===== config.mk =====
export PLATFORM = sky130hd
export DESIGN_NAME = qte_fifo
export DESIGN_NICKNAME = d
export VERILOG_FILES = /design/src/qte_pkg.sv /design/src/qte_fifo.sv
export SDC_FILE = /design/constraint.sdc
export NUM_CORES = 1
export LEC_CHECK = 0
export BUFFER_PORTS_ARGS = -buffer_cell sky130_fd_sc_hd__buf_4
export CAP_MARGIN = 20
export CELL_PAD_IN_SITES_DETAIL_PLACEMENT = 1
export CELL_PAD_IN_SITES_GLOBAL_PLACEMENT = 2
export CORE_AREA = 2 2 222 224
export DETAILED_ROUTE_END_ITERATION = 7
export DIE_AREA = 0 0 224 226
export PLACE_DENSITY_LB_ADDON = 0.1
export SYNTH_ARGS = -nofsm -noshare
export SYNTH_HDL_FRONTEND = slang
export SYNTH_SLANG_ARGS = --single-unit

===== constraint.sdc =====
create_clock -name clk -period 6.4 [get_ports clk]
set_clock_uncertainty 0.1 [all_clocks]
set_input_delay 0.32 -clock clk [delete_from_list [all_inputs] [get_ports clk]]
set_output_delay 0.32 -clock clk [all_outputs]
set_load 0.005 [all_outputs]

===== src/qte_pkg.sv =====
`default_nettype none
package qte_pkg;

  localparam int ANGLE_FRAC_BITS_DEF = 8;
  localparam int CORDIC_STAGES_DEF   = 16;

  localparam int QUAT_W      = 16;
  localparam int PROD_W      = 2 * QUAT_W;
  localparam int TERM_W      = 34;        // 2*(a*b + c*d) and 1 - 2*(...) in Q28
  localparam int MAG_W       = 28;        // |s| below one
  localparam int REM_W       = 57;        // 2^56 - s^2
  localparam int ROOT_W      = 29;        // sqrt result, at most 2^28
  localparam int SQRT_STEPS  = 29;        // one result bit per step
  localparam int VEC_W       = 36;        // cordic x/y with gain headroom
  localparam int ANG_W       = 32;        // degrees, Q20
  localparam int ACC_FRAC    = 20;
  localparam int TABLE_LEN   = 24;
  localparam int FIFO_DEPTH  = 2;

  localparam int PITCH_W = 16;
  localparam int ROLL_W  = 18;
  localparam int YAW_W   = 17;

  typedef struct packed {
    logic signed [TERM_W-1:0] roll_y;
    logic signed [TERM_W-1:0] roll_x;
    logic signed [TERM_W-1:0] pitch_s;
    logic signed [TERM_W-1:0] yaw_y;
    logic signed [TERM_W-1:0] yaw_x;
    logic [REM_W-1:0]         rem;
    logic                     clamp;
  } qte_terms_t;

  // atan(2^-idx) in degrees, Q20
  function automatic logic signed [ANG_W-1:0] atan_q20(input int unsigned idx);
    logic signed [ANG_W-1:0] v;
    case (idx)
      0:  v = 32'sd47185920;
      1:  v = 32'sd27855475;
      2:  v = 32'sd14718068;
      3:  v = 32'sd7471121;
      4:  v = 32'sd3750058;
      5:  v = 32'sd1876857;
      6:  v = 32'sd938658;
      7:  v = 32'sd469357;
      8:  v = 32'sd234682;
      9:  v = 32'sd117342;
      10: v = 32'sd58671;
      11: v = 32'sd29335;
      12: v = 32'sd14668;
      13: v = 32'sd7334;
      14: v = 32'sd3667;
      15: v = 32'sd1833;
      16: v = 32'sd917;
      17: v = 32'sd458;
      18: v = 32'sd229;
      19: v = 32'sd115;
      20: v = 32'sd57;
      21: v = 32'sd29;
      22: v = 32'sd14;
      23: v = 32'sd7;
      default: v = '0;
    endcase
    return v;
  endfunction

endpackage
`default_nettype wire


===== src/qte_fifo.sv =====
`default_nettype none
module qte_fifo (
  input  wire logic           clk,
  input  wire logic           rst_n,
  input  wire logic           push_valid,
  output logic                push_ready,
  input  wire qte_pkg::qte_terms_t push_data,
  output logic                pop_valid,
  input  wire logic           pop_ready,
  output qte_pkg::qte_terms_t pop_data
);

  localparam int DEPTH = qte_pkg::FIFO_DEPTH;
  localparam int PTR_W = $clog2(DEPTH);
  localparam int CNT_W = $clog2(DEPTH + 1);

  qte_pkg::qte_terms_t mem_r [0:DEPTH-1];
  logic [PTR_W-1:0] wr_ptr_r, rd_ptr_r;
  logic [CNT_W-1:0] cnt_r;
  logic push, pop;

  assign push_ready = cnt_r != CNT_W'(DEPTH);
  assign pop_valid  = cnt_r != '0;
  assign pop_data   = mem_r[rd_ptr_r];
  assign push       = push_valid && push_ready;
  assign pop        = pop_valid && pop_ready;

  always_ff @(posedge clk) begin
    if (push) begin
      mem_r[wr_ptr_r] <= push_data;
    end
  end

  always_ff @(posedge clk) begin
    if (!rst_n) begin
      wr_ptr_r <= '0;
      rd_ptr_r <= '0;
      cnt_r    <= '0;
    end else begin
      if (push) wr_ptr_r <= wr_ptr_r + PTR_W'(1);
      if (pop)  rd_ptr_r <= rd_ptr_r + PTR_W'(1);
      if (push && !pop)      cnt_r <= cnt_r + CNT_W'(1);
      else if (pop && !push) cnt_r <= cnt_r - CNT_W'(1);
    end
  end

endmodule
`default_nettype wire


==> summary.txt, run 1 <==
Synth
  – Register area share after synthesis: 82.2%
  – Top cell type by total area after synthesis: edfxtp_1
  – Unique masters post-synth: 20
  – Post-Syn Area: 16,800 um2
  – Syn_area_per_cell: 22.9 um2
  – Top cell type's share of synthesized area: 81.6%
  – Post-Synthesis Cells: 733
  – YS warnings: 0
  – Synth top area cells: edfxtp_1 (82%), mux2_2 (15%), buf_6 (1.6%)
  – Post-Synthesis Net Count: 966
  – Flip-flop and latch count after synthesis: 461

Final layout
  – Layout area overhead: 47.2%
  – Final Cell Area: 24,700 um2
  – FILL cells: 4,553
  – Finished Core Util: 51.1%
  – Most frequent cells in the layout: buf_4 (465), edfxtp_1 (456), dlygate4sd3_1 (230)
  – Commonest non-fill, non-tap cell in the layout: buf_4
  – Share of cells above drive strength 1: 50.8%
  – Final net count: 1,691

Worst setup path
  – Critical-path maximum fanout: 70
  – Critical path arrival: 2.63 ns
  – Family with the most delay on the worst path: buffers and inverters
  – Worst path depth: 3
  – R2r endpoint: mem_r[0][84]$_DFFE_PP_
  – WS Path Type: flip-flop to output port
  – Worst Path Buf+Inv: 2
  – CP required: 5.98 ns
  – CP Launch Type: flip-flop
  – Critical path's most frequent cell: buf_4
  – Crit. End Element: output port
  – Reg2reg path depth: 5
  – CP max stage cell: buf_4
  – Worst r2r src: cnt_r[0]$_SDFFE_PN0P_
  – Slowest stage delay, CP: 0.84 ns
  – End of the critical path: pop_data[17]
  – Worst R2R Setup Slack: 3.49 ns
  – Ordered list of cells on the worst path: buf_4 > mux2_2 > buf_4

Global routing
  – Vias in the first global route: 10,500
  – First-pass GRT wire length: 62,600 um
  – Total GRT Usage: 16.3%
  – Gr ovfl total: 0
  – Number of antenna violations at the first check in global routing: 4
  – Largest net degree at the start of global routing: 140

STA
  – Final Max Tran Viols: 0
  – Hold_ws: 0.125 ns
  – Min cycle time layout: 3.05 ns
  – Slew HR: 31.9%
  – RSZ-0062 raised after global routing: no
  – Worst-Margin Slew: 1.02 ns
  – TNS Setup: 0 ns
  – Final hold violations: 0
  – Max Freq: 328 MHz
  – Final Cycle Share: 47.6%
  – Setup violators final: 0

Die
  – DIE HEIGHT: 226 um
  – Die width: 224 um
  – I/O Pins: 462
  – Rows: 81
  – Total Die Area: 50,600 um2
  – Initial cell density of the core: 34.7%
  – Core box area: 48,300 um2

Detailed routing
  – Drt total wl: 42,200 um
  – Post-route DRC: 0
  – DRT iter0 DRCs: 375
  – Vias/cell: 4.48
  – DR vias: 9,514
  – Final antenna-violating net count: 0
  – WL/cell: 19.9 um
  – Drt first pass iters: 4

Clock tree
  – CTS resizes: 0
  – CTS tree: yes
  – Longest Clk Path Bufs: 3
  – Root Driver: clkbuf_16
  – Postcts setup bufs: 0
  – TritonCTS Sinks: 461
  – Worst-Skew Late Latency: 0.57 ns
  – Cts hold-fix bufs: 230
  – TritonCTS buffer count: 50
  – H-Tree Level Count: 2
  – Clock transition at path regs: 0.06 ns

Pwr
  – VDD IR max: 0.000243 V
  – P_leak: 9.16 nW
  – Total power: 8.82 mW
  – PD cells: 357 nW/um2

Placed design
  – Port buffer count: 461
  – Dpl cell area: 20,900 um2
  – Final Wtd Congestion: 0.700
  – DP Wirelength: 27,000 um

Worst hold path
  – Hold Crit Class: primary input to flip-flop
  – Hold Path Stages: 4

Run
  – Max-Cap Viols: 0

Outcome
  – Status: finished, final reports clean
-- flip-flops by register name (all words and copies together) (netlist names), named ones only --
| name | cells |
|---|---|
| cnt_r | 2 |
| wr_ptr_r | 1 |
| rd_ptr_r | 1 |
| mem_r | 456 |
-- metrics by stage --
step / worst slack [ns] / instances
final: 3.35 / 2123
after global routing: 3.19 / 2122
after CTS: 3.25 / 2119
after detailed placement: 3.48 / 1798
after global placement: 3.46 / 1797
after floorplan: 0.664 / 733
-- final cells by class --
type	count	area (um2)	share of cell area, %
Clock inverter	22	140	0.567
Inverter	1	11.3	0.0456
Timing Repair Buffer	698	5860	23.7
Multi-Input combinational cell	246	2710	11.0
Clock buffer	69	1390	5.61
Sequential cell	461	13800	55.9
Antenna cell	4	10.0	0.0405
Tap cell	622	778	3.15
-- metal layers --
| metal | part of all wire (%) | up-vias | global-route usage, % |
|---|---|---|---|
| li1 | - | 4394 | - |
| met4 | 2.3 | 2 | 5.05 |
| met5 | 0.017 | - | 0 |
| met3 | 8.7 | 64 | 6.51 |
| met2 | 49 | 300 | 27.3 |
| met1 | 40 | 4754 | 19.3 |
-- where the power goes --
part / internal [mW] / total [mW] / switching [mW]
Combinational: 1.24 / 2.25 / 1.01
Sequential: 3.77 / 3.87 / 0.0968
Clock: 1.58 / 2.70 / 1.12
Total: 6.59 / 8.82 / 2.23
-- how the worst min path moves through the flow --
stage                    from                      end  slack (ns)
3_5_place_dp   push_data[152]  mem_r[1][152]$_DFFE_PP_        0.41
5_1_grt             pop_ready    rd_ptr_r$_SDFFE_PN0P_        0.15
3_3_place_gp   push_data[205]  mem_r[0][205]$_DFFE_PP_        0.40
6_report            pop_ready    rd_ptr_r$_SDFFE_PN0P_        0.12
4_1_cts             pop_ready    rd_ptr_r$_SDFFE_PN0P_        0.09
2_1_floorplan    push_data[0]    mem_r[0][0]$_DFFE_PP_        0.32
-- cell families (layout without fill, tap and decap cells) --
| group | count (synthesis) | in the layout | share of synthesized area, % |
|---|---|---|---|
| DFF | 461 | 461 | 82.2 |
| muxes | 228 | 228 | 15.3 |
| buffers and inverters | 26 | 790 | 1.68 |
| and+or+nand+nor | 9 | 9 | 0.388 |
| AOI/OAI and AO/OA | 5 | 5 | 0.209 |
| xor gates and xnor gates | 3 | 3 | 0.157 |
| adders and majority gates | 1 | 1 | 0.0745 |
| other | 0 | 4 | 0 |
-- worst min-delay path, delay by kind of cell --
family	cells	cell delay [ns]
AO/OA/AOI/OAI	1	0.09
XOR/XNOR	1	0.16
buffers and inverters	1	0.08
AND/OR/NAND/NOR	1	0.11
-- synthesized netlist by cell type --
master	number
nand3b_1	1
dfxtp_1	5
a21boi_0	1
o21ai_0	1
or3_1	1
and3_1	1
edfxtp_1	456
inv_1	1
buf_4	1
mux2_2	228
xnor2_1	2
nand2b_4	1
a21boi_1	1
a21bo_2	1
or2_2	1
xor2_1	1
ha_1	1
o21ai_1	1
and2_1	4
buf_6	24
Power figures use the tool's default switching activity.
==> run 2, diff against run 1 <==
--- a/config.mk
+++ b/config.mk
@@ -5,13 +5,14 @@
 export SDC_FILE = /design/constraint.sdc
 export NUM_CORES = 1
 export LEC_CHECK = 0
+export ABC_AREA = 1
 export BUFFER_PORTS_ARGS = -buffer_cell sky130_fd_sc_hd__buf_4
 export CAP_MARGIN = 20
 export CELL_PAD_IN_SITES_DETAIL_PLACEMENT = 1
 export CELL_PAD_IN_SITES_GLOBAL_PLACEMENT = 2
-export CORE_AREA = 2 2 222 224
+export CORE_AREA = 2 2 226 228
 export DETAILED_ROUTE_END_ITERATION = 7
-export DIE_AREA = 0 0 224 226
+export DIE_AREA = 0 0 228 230
 export PLACE_DENSITY_LB_ADDON = 0.1
 export SYNTH_ARGS = -nofsm -noshare
 export SYNTH_HDL_FRONTEND = slang
==> constraint.sdc (replaced) <==
create_clock -name clk -period 2.5 [get_ports clk]
set_clock_uncertainty 0.1 [all_clocks]
set_input_delay 0.125 -clock clk [delete_from_list [all_inputs] [get_ports clk]]
set_output_delay 0.125 -clock clk [all_outputs]
set_load 0.005 [all_outputs]
==> run 2 against run 1 <==
Effect of this change:
- power rose to 2.5 times the previous value
- final area up 0.97%
- clock power up 150%
- die area up 3.6%
- setup slack worse by 3.2 ns
==> summary.txt, run 2 <==
Clock tree
  – Clock transition at path regs: 0.05 ns (about the same)
  – CTS tree: yes
  – Root Driver: clkbuf_16
  – TritonCTS buffer count: 51 (+2.0%)
  – TritonCTS Sinks: 461 (unchanged)
  – H-Tree Level Count: 2 (unchanged)
  – Postcts setup bufs: 0 (unchanged)
  – Worst-Skew Late Latency: 0.56 ns (about the same)
  – Longest Clk Path Bufs: 3 (unchanged)

Placed design
  – Final Wtd Congestion: 0.746 (+6.6%)
  – Dpl ws: 0.687 ns (-2.80 ns)
  – DP Wirelength: 28,100 um (+4.4%)
  – Port buffer count: 461 (unchanged)

Die
  – Total Die Area: 52,400 um2 (+3.6%)
  – DIE HEIGHT: 230 um (+1.8%)
  – I/O Pins: 462 (unchanged)
  – Core box area: 49,900 um2 (+3.1%)
  – Initial cell density of the core: 33.6% (-1.1 points)
  – Rows: 82 (+1.2%)
  – Die width: 228 um (+1.8%)

Pwr
  – VDD IR max: 0.000660 V (+170%)
  – Pint: 16.7 mW (+150%)
  – Comb pwr share: 24.8% (-0.7 points)
  – Sw Ratio: 25.1% (-0.21 points)
  – Clock power frac: 30.3% (-0.3 points)
  – Reg power frac: 44.9% (+1.0 points)
  – Total power: 22.3 mW (+150%)
  – P_leak: 9.28 nW (+1.3%)
  – PD cells: 894 nW/um2 (+150%)
  – Sw power: 5.58 mW (+150%)

Worst setup path
  – CP required: 2.28 ns (-3.70 ns)
  – Ordered list of cells on the worst path: buf_12 > mux2_2 > buf_4
  – WS Path Type: flip-flop to output port
  – CP Launch Type: flip-flop
  – Critical path arrival: 2.11 ns (-0.52 ns)
  – CP max stage cell: dfxtp_4
  – Critical-path maximum fanout: 75 (+7.1%)
  – Slowest stage delay, CP: 0.48 ns (-0.36 ns)
  – Crit. End Element: output port

Final layout
  – Commonest non-fill, non-tap cell in the layout: buf_4
  – Most frequent cells in the layout: buf_4 (473), edfxtp_1 (456), dlygate4sd3_1 (232)
  – Top Registers: mem_r: 456 flops, cnt_r: 2 flops
  – Number of flip-flops in the largest register: 456 (unchanged)
  – Diode count: 0 (-4)
  – FILL cells: 4,776 (+4.9%)
  – Share of cells above drive strength 1: 50.9% (+0.051 points)
  – Finished Core Util: 50.0% (-1.1 points)
  – Top reg by flops: mem_r
  – Final net count: 1,722 (+1.8%)
  – Layout area overhead: 48.6%

Detailed routing
  – Post-route DRC: 0 (unchanged)
  – Final antenna-violating net count: 0 (unchanged)
  – WL/cell: 19.6 um (-1.3%)
  – Vias/cell: 4.39 (-2.0%)
  – DR vias: 9,637 (+1.3%)
  – Drt first pass iters: 4 (unchanged)
  – Drt total wl: 43,000 um (+2.1%)
  – DRT iter0 DRCs: 321 (-14%)

Synth
  – Flip-flop and latch count after synthesis: 461 (unchanged)
  – Top cell type's share of synthesized area: 81.6% (about the same)
  – Post-synth EDFFs: 456 (unchanged)
  – Post-synth top cells: edfxtp_1 (456), mux2_2 (228), buf_6 (24), nand2_1 (9)
  – Syn_area_per_cell: 22.5 um2 (-1.8%)
  – Unique masters post-synth: 14 (-30%)
  – Top cell type by total area after synthesis: edfxtp_1
  – Post-Synthesis Net Count: 979 (+1.3%)
  – Cell with the most instances after synthesis: edfxtp_1
  – Post-Syn Area: 16,800 um2 (about the same)
  – Ys flop type: edfxtp_1
  – Register area share after synthesis: 82.2% (about the same)
  – Post-Synthesis Cells: 746 (+1.8%)
  – Synth top area cells: edfxtp_1 (82%), mux2_2 (15%), buf_6 (1.6%)
  – YS warnings: 0 (unchanged)
  – FFs w/ async S/R, synth: 0% (unchanged)

Global routing
  – First-pass GRT wire length: 65,600 um (+4.8%)
  – Largest net degree at the start of global routing: 112 (-20%)
  – Gr ovfl total: 0 (unchanged)
  – Number of antenna violations at the first check in global routing: 0 (-4)
  – Total GRT Usage: 16.4% (+0.077 points)
  – Vias in the first global route: 10,800 (+2.5%)

STA
  – Setup violators final: 0 (unchanged)
  – Worst-Margin Slew: 0.709 ns (-0.312 ns)
  – Setup WS post-layout: 0.169 ns (-3.18 ns)
  – Final hold violations: 0 (unchanged)
  – TNS Setup: 0 ns (unchanged)
  – Min cycle time layout: 2.33 ns
  – Slew HR: 52.7% (+21 points)
  – Final Cycle Share: 93.2%
  – Hold_ws: 0.183 ns (+0.0586 ns)
  – Max Freq: 429 MHz
  – Final Max Tran Viols: 0 (unchanged)
  – RSZ-0062 raised after global routing: no

Outcome
  – Status: finished, final reports clean

Worst hold path
  – Hold Crit Class: primary input to flip-flop

Run
  – Max-Cap Viols: 0 (unchanged)
[run 2: cell count changes in the layout (fill, tap and decap cells not counted), sizes merged, moves of 2 or more]
| cell | delta |
|---|---|
| and2 | -4 |
| inv | +7 |
| xnor2 | -2 |
| a21boi | -2 |
| diode | -4 |
| nor2 | +8 |
| dlygate4sd3 | +2 |
| nand2 | +9 |
| buf | +15 |
| clkinv | -3 |
[run 2: repair_timing]
action,CTS,global route
hold buffers,232,0
endpoints found under the setup margin,0,0
gates resized for setup,0,0
hold endpoints to repair,461,0
[run 2: power groups by stage]
stage / registers (mW) / logic, mW / clock network [mW]
2_1_floorplan: 10.2 / 2.51 / 0
3_3_place_gp: 10.1 / 5.32 / 0
3_5_place_dp: 10.2 / 5.32 / 0
4_1_cts: 10.0 / 5.68 / 7.02
5_1_grt: 10.1 / 5.97 / 7.26
6_report: 10.0 / 5.53 / 6.75
[run 2: cell families (layout without fill, tap and decap cells)]
family / count (synthesis) / after routing / synth area share (%)
buffers and inverters: 33 / 810 / 1.83
and+or+nand+nor: 19 / 19 / 0.447
muxes: 228 / 228 / 15.3
AOI/OAI and AO/OA: 4 / 4 / 0.134
DFF: 461 / 461 / 82.2
adders and majority gates: 1 / 1 / 0.0746
[run 2: area by class of cell]
class | instances | area [um2] | share of cell area (%)
Sequential cell | 461 | 13800 | 55.3
Timing Repair Buffer | 715 | 6070 | 24.4
Multi-Input combinational cell | 252 | 2710 | 10.9
Clock buffer | 69 | 1390 | 5.56
Tap cell | 672 | 841 | 3.37
Clock inverter | 18 | 97.6 | 0.391
Inverter | 8 | 30.0 | 0.120
[run 2: final timing paths]
kind | cells after the start | endpoint | startpoint | slack, ns
worst max-delay path | 3 | pop_data[17] | flip-flop | 0.17
worst min register to register | 2 | rd_ptr_r$_SDFFE_PN0P_ | rd_ptr_r$_SDFFE_PN0P_ | 0.41
worst max register to register | 6 | cnt_r[0]$_SDFFE_PN0P_ | cnt_r[1]$_SDFFE_PN0P_ | 0.62
worst min-delay path | 2 | mem_r[0][208]$_DFFE_PP_ | push_data[208] | 0.18
[run 2: worst max-delay path, delay by kind of cell, from the launching register on]
family   cells  cell delay [ns]
flops        1             0.48
mux          1             0.42
buf+inv      2             0.52
[run 2: layer usage]
metal / up-vias / GRT usage (%) / share of wire, %
li1: 4450 / - / -
met1: 4847 / 18.9 / 38
met2: 269 / 29.2 / 52
met3: 71 / 4.53 / 6.2
met4: 0 / 6.03 / 3.0
met5: - / 0 / 0
[run 2: through the flow]
stage	area (um2)	instances
floorplan	16800	746
global placement	21100	1876
detailed placement	21100	1876
CTS	24900	2195
global route	24900	2195
finish	24900	2195
